### src/rtl/core/order_flow_imbalance_event_filter_macros.svh
// assertion macros for the order flow imbalance event filter
`ifndef ORDER_FLOW_IMBALANCE_EVENT_FILTER_MACROS_SVH
`define ORDER_FLOW_IMBALANCE_EVENT_FILTER_MACROS_SVH

// property that holds in the cycle after the antecedent
`define OFI_ASSERT_NEXT(label, clk, rst, ante, cons, msg) \
   label: assert property (@(posedge clk) disable iff (rst) (ante) |=> (cons)) \
      else $error(msg);

// property that holds in the same cycle
`define OFI_ASSERT_SAME(label, clk, rst, ante, cons, msg) \
   label: assert property (@(posedge clk) disable iff (rst) (ante) |-> (cons)) \
      else $error(msg);

`endif

### src/rtl/core/ofi_pkg.sv
`timescale 1ns / 1ps
// ----------------------------------------------------------------------------
// ofi_pkg
// shared types and constants of the order flow imbalance event filter
// ----------------------------------------------------------------------------
package ofi_pkg;

   localparam int MarketSlots = 16;
   localparam int SlotW = $clog2(MarketSlots);

   localparam logic [2:0] ST_OK      = 3'd0;
   localparam logic [2:0] ST_INVALID = 3'd1;
   localparam logic [2:0] ST_STALE   = 3'd2;
   localparam logic [2:0] ST_ORDER   = 3'd3;
   localparam logic [2:0] ST_BADKEY  = 3'd4;

   localparam logic [1:0] GAP_UNKNOWN = 2'd0;
   localparam logic [1:0] GAP_NONE    = 2'd1;
   localparam logic [1:0] GAP_SEEN    = 2'd2;

   localparam logic [48:0] AgeReset = 49'd1000000000;
   localparam logic [31:0] CntMax = 32'hFFFF_FFFF;

   // classified event from front to back
   typedef struct packed {
      logic          is_trade;
      logic          invalid;     // book update failed field checks
      logic          trade_bad;   // trade failed field checks
      logic          stale;
      logic          no_slot;
      logic [SlotW-1:0] slot;
      logic signed [63:0] rtime;
      logic [31:0]   bid;
      logic [30:0]   bsz;
      logic [31:0]   ask;
      logic [30:0]   asz;
      logic [1:0]    gap;
      logic          aggr;
   } cmd_type;

   typedef struct packed {
      logic [2:0]  status;
      logic [3:0]  slot_index;
      logic [33:0] flow_imbalance;
      logic [30:0] bid_drain;
      logic [30:0] bid_fill;
      logic [30:0] ask_drain;
      logic [30:0] ask_fill;
      logic [32:0] mid_doubled;
      logic [1:0]  gap_state;
      logic        aggr_buy;
      logic [31:0] out_of_order_count;
      logic [31:0] stale_count;
   } rsp_type;

   function automatic logic [30:0] clamp_size(input logic [31:0] v);
      clamp_size = v[31] ? 31'd0 : v[30:0];
   endfunction

   function automatic logic [31:0] sat_inc(input logic [31:0] c);
      sat_inc = (c == CntMax) ? c : c + 32'd1;
   endfunction

endpackage

### src/rtl/core/ofi_front.sv
`timescale 1ns / 1ps
// ----------------------------------------------------------------------------
// ofi_front
// validates events, matches or allocates the market slot, checks trade age
// ----------------------------------------------------------------------------
`include "order_flow_imbalance_event_filter_macros.svh"
module ofi_front (
   input  logic                clock,
   input  logic                reset,
   input  logic                in_valid,
   output logic                in_ready,
   input  logic                mode,
   input  logic [63:0]         market_key,
   input  logic signed [63:0]  receive_time,
   input  logic signed [63:0]  exchange_time,
   input  logic [31:0]         bid_price,
   input  logic [31:0]         bid_quantity,
   input  logic [31:0]         ask_price,
   input  logic [31:0]         ask_quantity,
   input  logic [7:0]          gap_indicator,
   input  logic [31:0]         trade_price,
   input  logic [31:0]         trade_quantity,
   input  logic                buyer_is_maker,
   input  logic [48:0]         max_age,
   output logic                cmd_valid,
   input  logic                cmd_ready,
   output ofi_pkg::cmd_type    cmd
);
   import ofi_pkg::*;

   logic [63:0]            key_ff [MarketSlots];
   logic [MarketSlots-1:0] used_ff, used_in;
   logic                   cmd_valid_ff;
   cmd_type                cmd_ff, cmd_in;
   logic                   take;
   logic                   hit, has_free, book_bad, tr_bad, stale;
   logic [SlotW-1:0]       hit_idx, free_idx;
   logic signed [64:0]     age;

   assign in_ready = !cmd_valid_ff || cmd_ready;
   assign take = in_valid && in_ready;

   always_comb begin
      hit = 1'b0;
      hit_idx = '0;
      has_free = 1'b0;
      free_idx = '0;
      for (int i = MarketSlots - 1; i >= 0; i--) begin
         if (used_ff[i] && key_ff[i] == market_key) begin
            hit = 1'b1;
            hit_idx = SlotW'(i);
         end
         if (!used_ff[i]) begin
            has_free = 1'b1;
            free_idx = SlotW'(i);
         end
      end
      book_bad = (receive_time <= 64'sd0) || (bid_price == 32'd0) ||
                 (ask_price <= bid_price);
      tr_bad = (receive_time <= 64'sd0) || (trade_price == 32'd0) ||
               ($signed(trade_quantity) <= 32'sd0);
      age = {receive_time[63], receive_time} - {exchange_time[63], exchange_time};
      stale = (exchange_time > 64'sd0) && (receive_time >= exchange_time) &&
              (age > $signed({16'd0, max_age}));
      cmd_in.is_trade = mode;
      cmd_in.invalid = !mode && book_bad;
      cmd_in.trade_bad = tr_bad;
      cmd_in.stale = stale;
      cmd_in.no_slot = (market_key == 64'd0) || (!hit && !has_free);
      cmd_in.slot = hit ? hit_idx : free_idx;
      cmd_in.rtime = receive_time;
      cmd_in.bid = bid_price;
      cmd_in.bsz = clamp_size(bid_quantity);
      cmd_in.ask = ask_price;
      cmd_in.asz = clamp_size(ask_quantity);
      cmd_in.gap = $signed(gap_indicator) < 8'sd0 ? GAP_UNKNOWN :
                   (gap_indicator == 8'd0 ? GAP_NONE : GAP_SEEN);
      cmd_in.aggr = !buyer_is_maker;
      used_in = used_ff;
      if (take && !cmd_in.invalid && !cmd_in.no_slot && !hit) begin
         used_in[free_idx] = 1'b1;
      end
   end

   always_ff @(posedge clock) begin
      if (reset) begin
         used_ff <= '0;
         cmd_valid_ff <= 1'b0;
      end else begin
         used_ff <= used_in;
         if (in_ready) begin
            cmd_valid_ff <= in_valid;
         end
      end
      if (take) begin
         cmd_ff <= cmd_in;
         if (!cmd_in.invalid && !cmd_in.no_slot && !hit) begin
            key_ff[free_idx] <= market_key;
         end
      end
   end

   assign cmd_valid = cmd_valid_ff;
   assign cmd = cmd_ff;

   `OFI_ASSERT_NEXT(a_used_grows, clock, reset, 1'b1,
      (used_ff & $past(used_ff)) == $past(used_ff), "slot freed unexpectedly")
   `OFI_ASSERT_NEXT(a_hold, clock, reset, cmd_valid_ff && !cmd_ready,
      cmd_valid_ff && $stable(cmd_ff), "command changed while stalled")
   `OFI_ASSERT_SAME(a_zero_key, clock, reset, take && market_key == 64'd0,
      cmd_in.no_slot, "zero key accepted")
endmodule

### config.mk
export PLATFORM = sky130hd
export DESIGN_NAME = ofi_front
export DESIGN_NICKNAME = d
export VERILOG_FILES = /design/src/rtl/core/ofi_pkg.sv /design/src/rtl/core/ofi_front.sv
export VERILOG_INCLUDE_DIRS = /design/src /design/src/rtl/core
export SDC_FILE = /design/constraint.sdc
export NUM_CORES = 2
export LEC_CHECK = 0
export BUFFER_PORTS_ARGS = -buffer_cell sky130_fd_sc_hd__buf_4
export CELL_PAD_IN_SITES_DETAIL_PLACEMENT = 0
export CELL_PAD_IN_SITES_GLOBAL_PLACEMENT = 2
export CORE_ASPECT_RATIO = 1.4
export CORE_MARGIN = 1.5
export CORE_UTILIZATION = 26
export DETAILED_ROUTE_END_ITERATION = 8
export PLACE_DENSITY_LB_ADDON = 0.1
export SYNTH_ARGS = -nofsm -noshare
export SYNTH_HDL_FRONTEND = slang
export SYNTH_SLANG_ARGS = --single-unit
### constraint.sdc
create_clock -name clock -period 16.67 [get_ports clock]
set_input_delay 3.334 -clock clock [delete_from_list [all_inputs] [get_ports clock]]
set_output_delay 3.334 -clock clock [all_outputs]
set_load 0.02 [all_outputs]
# Word level (Yosys, flattened, before mapping)
# Memories as Yosys holds them, arrays and structs flattened.
# Cells that the tools add are included.
[totals]
output_inout_bits = 204
register_bits = 219
mem_bits_rw = 1024
input_bits = 447
memories = 1
word_cells = 158
[classes]
addsub = 1
n_eq_ne = 16
n_lt_le_gt_ge = 9
muxes = 71
n_bitwise = 1
n_reduce_logical = 44
[mem_list]
columns = ["name", "depth", "width", "read_ports", "rd_ports_with_merged_regs", "write_ports", "line", "source"]
rows = [
  ["key_ff", 16, 64, 16, 0, 1, "ofi_front.sv:31", "logic [63:0] key_ff [MarketSlots];"],
]
[op_table]
columns = ["cell", "count"]
rows = [
  ["equality test 64 bit", 16],
  ["two-way mux 4 bit", 33],
  ["greater-than comparator 65 x 50 -> 1 bit", 1],
  ["subtractor 64 x 64 -> 65 bit", 1],
  ["greater-or-equal comparator 64 bit", 1],
  ["greater-than comparator 64 x 1 -> 1 bit, second input constant", 1],
  ["less-or-equal comparator 64 x 1 -> 1 bit, second input constant", 1],
  ["logical NOT 32 bit", 2],
  ["logical NOT 64 bit", 1],
  ["two-way mux 1 bit", 36],
  ["less-or-equal comparator 32 x 1 -> 1 bit, second input constant", 1],
  ["less-or-equal comparator 32 bit", 1],
  ["logical AND 1 bit", 27],
  ["bitwise OR 16 bit", 1],
  ["logical NOT 8 bit", 1],
  ["< comparator 8 x 1 -> 1 bit, second input constant", 1],
  ["logical NOT 1 bit", 7],
  ["logical OR 1 bit", 6],
  ["< comparator 4 x 5 -> 1 bit, second input constant", 1],
  ["demux 1 bit (select 4 bit)", 1],
  ["greater-or-equal comparator 4 x 1 -> 1 bit, second input constant", 1],
  ["two-way mux 2 bit", 1],
]

# Logic depth before layout (Yosys ltp)
[logic_depth]
ltp_word = 27
mapped_depth = 25
depth_no_buf = 25

# Worst setup path after synthesis
# No wires, ideal clock.
[synth_timing]
kind = "input-to-reg"
from = "input cmd_ready"
to = "memory key_ff[10][0], enable pin"
setup_time_ps = 486
slack_ps = 3922
t_required_ps = 16184
n_path_buf = 0
arrival_time_ps = 12262
path_stages = 6
cell_sequence = "nand2b_1 > and2_1 > or3b_2 > a211oi_4 > nand3_1 > nor2_1"
[synth_between]
elab_chain_len = 4
[synth_rtl]
columns = ["item", "line", "source"]
rows = [
  ["start: declaration", "ofi_front.sv:26", "input logic cmd_ready,"],
  ["logical OR 1 bit", "ofi_front.sv:40", "assign in_ready = !cmd_valid_ff || cmd_ready;"],
  ["logical AND 1 bit", "ofi_front.sv:41", "assign take = in_valid && in_ready;"],
  ["net take", "ofi_front.sv:35", "logic take;"],
  ["two-way mux 1 bit", "ofi_front.sv:95", "if (take) begin"],
  ["two-way mux 1 bit (implied by the code)", "ofi_front.sv:98", "key_ff[free_idx] <= market_key;"],
  ["end: declaration", "ofi_front.sv:31", ""],
]
# The timed path passes the listed nets, and every way through them passes these cells.

==> results summary <==
The run finished with clean final reports. Before CTS, the worst setup slack after placement is 6430 ps. In the post-synthesis netlist, the biggest area contributors are sky130_fd_sc_hd__edfxtp_1, sky130_fd_sc_hd__xnor2_1, sky130_fd_sc_hd__xor2_1.

The area used by multi-input combinational logic is 22300 um2. The tree is rooted in a sky130_fd_sc_hd__clkbuf_16. The clock tree from TritonCTS is done. The clock group share of total power came out at 0.417. The placeable core area came out at 234000 um2. The final-report max-slew violation count came out at 0. The clock latency reported for the late side of the worst-skew pair is 820 ps. The synthesized netlist contains 87 unique library cells.

The most prevalent standard cell on the critical path is sky130_fd_sc_hd__a21oi_1. The netlist area before placement came out at 61400 um2. The number of search-and-repair iterations in the first detailed-routing pass came out at 6. Of the cells placed in the final design, the portion with a size suffix greater than 1 is 0.182.

The power density relative to cell area is 103 nW/um2. The maximum fanout along the worst path is 6. The part of the cycle the worst path needs came out at 0.558. The total of buffers placed on input and output ports is 650. The combinational group share of total power is 0.128. The startpoint type of the worst setup path is an input port. The clock period minus final worst setup slack came out at 9290 ps. Of the total power, the share spent switching nets is 0.267. The final estimated routing congestion in global placement is 0.886. The biggest cell delay along the critical path came out at 910 ps. The floorplan die area is 239000 um2.

After global routing the overflow that remains totals 0. The area taken by flip-flops and latches came out at 37200 um2. Fill cells in the final layout number 23700. The post-cts hold buffer count came out at 0.

The routed design has 289 mm of wire. The share of the Yosys chip area taken by registers is 0.605. For this run, asynchronously set or reset flops after synthesis account for 0. The number of max-capacitance violations reported came out at 0. The initial cell density of the core came out at 0.262.

The minimum setup slack in the final design came out at 7380 ps. The initial antenna violation count is 33. The arrival time of data at the critical path endpoint is 9830 ps.

The area share of the largest cell type after synthesis came out at 0.600. The via count of the first global-routing pass is 45100. The global-route track usage on met2 came out at 0.442. The final-report hold violation count is 0. Synthesis produced a netlist whose cell count is 4814.

The signed area change from the synthesized netlist to the final layout is 21.7%. Setup repair after global routing left no endpoint under its margin. Across all hold checks on the routed design, the worst slack comes to 530 ps.

The level count of the clock H-tree came out at 4. The final route contains 44000 vias. The count of warnings emitted by yosys is 0. The cell area after placement came out at 70100 um2.

The maximum number of pins on one net before global-route repair is 65. The most frequent standard cell in the layout excluding fill and tap cells is sky130_fd_sc_hd__edfxtp_1. Excluding fillers, the count of instances in the completed layout stands at 8756. Summed over all nets, the switching power comes to 2.06 mW.

The signal on the critical path passes through buf_4 > inv_1 > ha_1 > nand2_1 > nor4_1 > a21bo_2 > a211oi_1 > o211ai_1 > a31oi_1 > a21oi_1 > o221ai_1 > xor2_1 > ha_1 > nand4_1 > nor4_1 > nand4_1 > or3_1 > o41ai_1 > nand3_1 > a21oi_1 > nor4b_1 > nor4bb_1 > a21oi_1. The die extent in x is 414 um. In the final design database the tool counted 6163 nets. The global-route wire length before repair is 387 mm. The register bit total from synthesis is 1243. The number of buffers added for setup after CTS came out at 0. The number of vias per cell after detailed routing is 5.02. The deepest clock path buffer count is 4. The setup TNS after final layout came out at 0 ps.

In the synthesized netlist the dominant register cell turns out to be sky130_fd_sc_hd__edfxtp_1. The maximum resistive drop on vdd is 0.0692 mV. Of all cell types, the one taking the most synthesized area is sky130_fd_sc_hd__edfxtp_1. The leakage power is 25.7 nW. The net count of the mapped netlist is 5407.

The global-route track usage on met1 is 0.274. The kind of critical path is in -> reg. The number of buffers added by the clock tree synthesis step came out at 151. The remaining antenna violation count came out at 0. The HPWL after detailed placement is 209 mm.

The CTS clock-pin slew for the worst setup and hold paths came out at 60 ps. The slowest stage of the critical path is the sky130_fd_sc_hd__nor4_1 cell. The CTS sink count is 1243.

The class of the most critical hold timing path is reg -> reg. The starting DRC count in detailed routing came out at 3169. The quantity of gates resized following cts is 0. The busiest layer in global routing is met2.

The slew of the pin with the lowest slew margin is 1340 ps. Yosys mapped a number of flops with a built-in enable equal to 1226. The floorplan step set the die height to 578 um.

In the routed design, unresolved DRC markers number 0. The instance count after placement with tap cells included came out at 8491. The wire length per cell came out at 33.0 um. After routing the design area is 74700 um2.

The worst clock skew came out at 46.9 ps. The sequential cell fraction of total power is 0.455. The worst max-slew margin expressed relative to the limit is 0.101. The number of I/O pins is 651. For met3 alone, demand over resource in global routing was 0.0292. Averaged over all synthesized cells, the footprint is 12.7 um2.

Setup violations remaining at the end of the flow were counted as 0. The required time at the worst-slack endpoint came out at 17210 ps. The library cells used most frequently in the layout, excluding fill and tap cells, are sky130_fd_sc_hd__edfxtp_1, sky130_fd_sc_hd__buf_4, sky130_fd_sc_hd__xnor2_1, sky130_fd_sc_hd__xor2_1, sky130_fd_sc_hd__nand4_1. STA classifies the critical path endpoint as a flop. After floorplanning, the core was divided into 210 placement rows. The overall track demand over capacity in global routing is 0.235.

The total internal power came out at 5.64 mW. The upper clock frequency limit came out at 0.108 GHz.
sequential cells by signal, summed over array words and instances (netlist names):
signal,flops
key_ff,1024
cmd,202
used_ff,16
cmd_valid,1
layer usage:
layer / share of wire / vias up
li1: - / 19600
met1: 0.39 / 22600
met2: 0.53 / 1436
met3: 0.045 / 346
met4: 0.032 / 18
met5: 0.00035 / -
cells by family (layout without fill, tap and decap cells):
group,Yosys count,after routing,share of synthesized area
buf+inv,436,1297,0.0345
fa+ha+maj,146,146,0.0299
mux,1,1,0.000183
xor+xnor,855,855,0.122
other cells,0,7,0
simple gates,1593,1593,0.148
compound gates,540,540,0.0598
flops,1243,1243,0.605
path summary, 6_finish.rpt:
kind / from / endpoint / slack (ps) / depth (start not counted)
worst max-delay path: exchange_time[6] / cmd[198] / 7380 / 23
worst min-delay path: cmd_valid / cmd_valid / 530 / 2
worst max register to register: key_ff[15][54] / key_ff[10][56] / 11540 / 11
worst min register to register: cmd_valid / cmd_valid / 530 / 2
final cells by class:
class	instances	share of cell area
Antenna cell	7	0.000235
Clock buffer	189	0.0535
Clock inverter	69	0.00771
Inverter	264	0.0133
Multi-Input combinational cell	3135	0.298
Sequential cell	1243	0.497
Tap cell	3074	0.0515
Timing Repair Buffer	775	0.0779
per-stage QoR:
stage,util,power (mW)
final,0.319,7.70
after global routing,0.319,7.97
after CTS,0.319,7.81
after detailed placement,0.299,4.57
after global placement,0.299,4.58
after floorplan,-,4.06
power by group through the flow:
stage	logic [mW]	registers [mW]	clock network, mW
global route	1.06	3.50	3.40
CTS	1.01	3.50	3.30
floorplan	0.448	3.61	0
finish	0.990	3.50	3.21
detailed placement	1.00	3.57	0
global placement	1.01	3.57	0
synth_stat cells, types with 33 or more instances:
master	instances
sky130_fd_sc_hd__nand3_1	56
sky130_fd_sc_hd__a21o_1	47
sky130_fd_sc_hd__or4_1	34
sky130_fd_sc_hd__nand4_1	313
sky130_fd_sc_hd__ha_1	145
sky130_fd_sc_hd__buf_4	97
sky130_fd_sc_hd__o2111ai_1	33
sky130_fd_sc_hd__a21oi_1	125
sky130_fd_sc_hd__nor2b_1	141
sky130_fd_sc_hd__xnor2_1	487
sky130_fd_sc_hd__inv_1	256
sky130_fd_sc_hd__o21ai_0	85
sky130_fd_sc_hd__o22ai_1	45
sky130_fd_sc_hd__nand2b_1	159
sky130_fd_sc_hd__edfxtp_1	1226
sky130_fd_sc_hd__nor4_1	285
sky130_fd_sc_hd__xor2_1	367
sky130_fd_sc_hd__clkbuf_1	37
sky130_fd_sc_hd__nor3_1	62
sky130_fd_sc_hd__nor2_1	185
sky130_fd_sc_hd__nand2_1	230
critical path: cells and delay by family:
family	cells	cell delay, ps
compound gates	9	2640
simple gates	9	2880
fa+ha+maj	2	740
xor+xnor	1	100
buf+inv	2	130
No activity file was read; power rests on OpenSTA's default activity.
